$ cat src/hw/rtl/bdq_pkg.sv
package bdq_pkg;

  localparam int DEPTH_DEF      = 64;
  localparam int DATA_WIDTH_DEF = 32;
  localparam int OP_WIDTH       = 3;
  localparam int STATUS_WIDTH   = 2;

  typedef enum logic [OP_WIDTH-1:0] {
    OP_PUSH    = 3'd0,
    OP_ENQUEUE = 3'd1,
    OP_POP     = 3'd2,
    OP_DEQUEUE = 3'd3,
    OP_REVERSE = 3'd4,
    OP_CLEAR   = 3'd5
  } op_t;

  typedef enum logic [STATUS_WIDTH-1:0] {
    ST_OK    = 2'd0,
    ST_EMPTY = 2'd1,
    ST_FULL  = 2'd2
  } status_t;

  typedef struct packed {
    logic shift_up;
    logic shift_down;
    logic write_high;
  } cell_cmd_t;

endpackage

$ cat src/hw/rtl/bdq_cell.sv
module bdq_cell #(
  parameter int DATA_WIDTH  = bdq_pkg::DATA_WIDTH_DEF,
  parameter int COUNT_WIDTH = $clog2(bdq_pkg::DEPTH_DEF + 1),
  parameter int IDX         = 0
) (
  input  logic                  clk,
  input  bdq_pkg::cell_cmd_t    cmd,
  input  logic [COUNT_WIDTH-1:0] count,
  input  logic [DATA_WIDTH-1:0] din,
  input  logic [DATA_WIDTH-1:0] lower_data,
  input  logic [DATA_WIDTH-1:0] upper_data,
  output logic [DATA_WIDTH-1:0] data,
  output logic [DATA_WIDTH-1:0] sel_data
);
  import bdq_pkg::*;

  logic [DATA_WIDTH-1:0] data_r;
  logic [DATA_WIDTH-1:0] data_nxt;

  always_comb begin
    data_nxt = data_r;
    if (cmd.shift_up) begin
      data_nxt = lower_data;
    end else if (cmd.shift_down) begin
      data_nxt = upper_data;
    end else if (cmd.write_high && (count == COUNT_WIDTH'(IDX))) begin
      data_nxt = din;
    end
  end

  always_ff @(posedge clk) begin
    data_r <= data_nxt;
  end

  assign data     = data_r;
  assign sel_data = (count == COUNT_WIDTH'(IDX + 1)) ? data_r : '0;

endmodule

$ cat config.mk
export PLATFORM = sky130hd
export DESIGN_NAME = bdq_cell
export DESIGN_NICKNAME = d
export VERILOG_FILES = /design/src/hw/rtl/bdq_pkg.sv /design/src/hw/rtl/bdq_cell.sv
export SDC_FILE = /design/constraint.sdc
export NUM_CORES = 1
export LEC_CHECK = 0
export ABC_AREA = 1
export BUFFER_PORTS_ARGS = -buffer_cell sky130_fd_sc_hd__buf_2
export CAP_MARGIN = 20
export CORE_MARGIN = 2
export CORE_UTILIZATION = 25
export DETAILED_ROUTE_END_ITERATION = 8
export PLACE_DENSITY = 0.55
export SETUP_SLACK_MARGIN = 0.15
export SLEW_MARGIN = 25
export SYNTH_ARGS = -nofsm -noshare
export SYNTH_HDL_FRONTEND = slang
export SYNTH_SLANG_ARGS = --single-unit
$ cat constraint.sdc
create_clock -name clk -period 2.5 [get_ports clk]
set_input_delay 0.25 -clock clk [delete_from_list [all_inputs] [get_ports clk]]
set_output_delay 0.25 -clock clk [all_outputs]
set_load 0.05 [all_outputs]
# Word-level counts from Yosys, hierarchy flattened
# Index checks and enable logic that the tools add are counted.
# word_totals
inputBits	107
reg_bits	32
out_inout_bits	64
# op_classes
n_mux	4
eq_ne	1
n_reduce_logical	3
# op_table
operator	count
two-way mux 32 bit	4
equality test 7 x 1 -> 1 bit, second input constant	1
zero test 7 bit	1
nonzero test 3 bit	1
logical AND 1 bit	1

# Depth between registers and ports, before layout
# logic_depth
word_depth	5
mapped_depth	6

# Least setup slack after synthesis
# No wires, ideal clock.
# synth_path
path_kind	input to register
from	in cmd[2] (netlist name)
to	reg data_r[0] (netlist: data[0]), enable pin
setup_time_ns	0.389
setup_slack_ns	0.790
path_buffers	2
stages	4
arrival_time_ns	1.320
cell_sequence	buf_2 buf_2 nor2_1 nand2_1
# synth_between
elab_chain_cells	1
# synth_lines
element	line	rtl
start: declaration	bdq_cell.sv:7	input bdq_pkg::cell_cmd_t cmd,
nonzero test 3 bit (no source line)	--	
end signal: assignment	bdq_cell.sv:32	data_r <= data_nxt;
end: declaration	bdq_cell.sv:17	logic [DATA_WIDTH-1:0] data_r;
# Every way passes these cells.
# A chain may end at the register's enable or synchronous reset.

# Worst setup path in the final report
# layout_path
from	in count[1]
to	out sel_data[31]
# layout_between
elab_chain_cells	2
# layout_lines
element	line	rtl
start: declaration	bdq_cell.sv:8	input logic [COUNT_WIDTH-1:0] count,
equality test 7 x 1 -> 1 bit	bdq_cell.sv:36	assign sel_data = (count == COUNT_WIDTH'(IDX + 1)) ? data_r : '0;
two-way mux 32 bit	bdq_cell.sv:36	
end: declaration	bdq_cell.sv:13	output logic [DATA_WIDTH-1:0] sel_data
# Every way passes these cells.

==> metrics.txt <==
clk slew on worst S/H paths=70 ps; final setup vio count=0; Mapped Area=approximately 2100 sq um; hold_ws=about 290 ps; Post CTS Setup Buffer Count=0; part of the power in registers=roughly 43%; Max-Cap Viols=0; Stages on worst setup path=8; most common flop cell mapped by yosys=edfxtp_1; clk root buf=clkbuf_8; Routed Antenna Nets=0; Synth Instances=about 260; Die W=94.76 um; Hold Path Class=primary input to flip-flop; DP HPWL=4808 um; Setup TNS=0 ps; Syn Area/Cell=~8.0 sq um; mux share of post-synthesis cell area=0%; CP Class=primary input to output pin; die area=8979 sq um; clk sink count=32; CP Launch Type=primary input; P_sw=0.6054 mW; Pint=between 1 and 1.5 mW; worst-path cell chain=buf_2 > inv_1 > nand2_1 > nor2_1 > nand2_2 > buf_4 > nor2_1 > buf_2; Largest register FFs=32; DR iter-0 viols=61; vias=2,273; post-synthesis simple-gate area fraction=24.36%; final core utilization=37.21%; Logic pwr share=33.0%; clock power share=23.6%; Resize count post-CTS=0; Critical Path End Type=output pin; Buf/Inv on CP=4; CP max stage delay=290 ps; CP max FO=32; Critical Path RT=around 2300 ps; Area growth syn-to-layout=46.23%; CP max stage cell=buf_4; Final #Nets=529; Initial Utilization=25.45%; Synthesis Warnings=0; share of layout cells above drive strength 1=about half; Commonest cells post-synth=64 x a21oi_1, 40 x nor2_1, 36 x inv_1; initial antenna violation count=0; synth top area cells=edfxtp_1 47%, a21oi_1 16%, nor2_2 8.5%; Port Buf Inserts=170; VDD IR-drop max=0.0002075 V; critical path's top delay family=buffers and inverters; P per Cell Area=536.1 nW/um^2; worst-margin pin slew=672.4 ps; Core Footprint=between 8000 and 9000 sq um; CTS tree=done; first-pass GRT wire length=10,150 um; biggest area consumer among synthesized cells=edfxtp_1; Num CTS Buffers=5; Vias/cell=~4.3; GRT Util Overall=14.60%; clk buf depth=2; Ant. Diodes=0; maximum clock rate=around 0.63 GHz; P_leak=1.620 nW; asr flop ratio synth=0%; Rows=33; Final period util=a little under two thirds; flops & latches, synth=32; Fin. Hold Viols=0; Synth Area in Compound Gates=15.55%; CTS H-tree depth=2; 1st-pass router iterations=4; GRT Residual Overflow=0; switch share=37.50%; GP Congestion=roughly 0.73; cell with the most instances after synthesis=a21oi_1; RSZ-0062 raised after global routing=no; Post-synth EDFFs=32; Post-Route WL=6607 um; area share of the largest cell type after synthesis=between 40% and 50%; main combinational cell family by area after synthesis=simple AND/OR/NAND/NOR gates; adder-cell area share of the yosys netlist=0%; Yosys cell types=15; Chip Height=94.76 um; # IOs=171; outcome=finished clean; hold_buf cts=0; Post-Syn Nets=366; Hold Crit Depth=3; crit path DAT=1350 ps; pin count of the biggest net entering global routing=35; max-slew violations=0; fin crit period=1595 ps; Rel. slew slack=between 50% and 60%; wire length per cell=12.51 um; DRC violation count after routing=0; post-synthesis sequential area ratio=46.66%; vias in the first global route=2,130; Synth Area in XOR/XNOR=0%
-- power by group through the flow --
stage               Clock (mW)  Sequential (mW)  Combinational [mW]
CTS                      0.397            0.703               0.537
global placement             0            0.713               0.531
finish                   0.382            0.700               0.533
floorplan                    0            0.933               0.148
detailed placement           0            0.713               0.537
global route             0.419            0.710               0.576
-- worst paths after layout --
path | from | end | slack (ps)
max | count[1] | sel_data[31] | 900
min | lower_data[16] | data[16] | 290
-- layout by cell type (no fill, tap or decap), drive strengths merged --
cell type and instances:
clkbuf 7, clkinv 2, buf 173, inv 37
nand2 36, edfxtp 32, a21oi 64, nand4 1
nor2 70, nor3 1
-- metal layers --
metal / wire [um] / global-route usage [%] / vias up / share of wire (%)
met5: 0 / 0 / - / 0
met4: 61 / 3.623 / 0 / 0.92
met3: 577 / 4.070 / 5 / 8.7
met2: 3320 / 26.18 / 109 / 50
met1: 2648 / 17.14 / 1011 / 40
li1: - / - / 1148 / -
-- metrics by stage --
stage	instances	setup slack (ps)	instance area (sq um)	total power, mW
after global placement	520	765.3	2932	1.243
after CTS	528	885.0	3012	1.637
after global routing	528	779.8	3012	1.705
after detailed placement	520	725.2	2932	1.250
final	528	904.7	3012	1.615
after floorplan	259	790.5	2059	1.081
-- cells by family (layout without fill, tap and decap cells) --
logic type             count (synthesis)  in the layout
DFF                                   32             32
AOI/OAI and AO/OA                     64             64
buffers and inverters                 55            219
and+or+nand+nor                      108            108
-- area by class of cell --
type,instances,area [sq um]
timing repair buffer,173,873.3
clock buffer,7,76.32
multi-input combinational,172,822.0
tap,105,131.4
fill,880,5081
clock inverter,1,3.754
inverter,38,143.9
sequential,32,960.9
(Power assumes the default switching activity.)
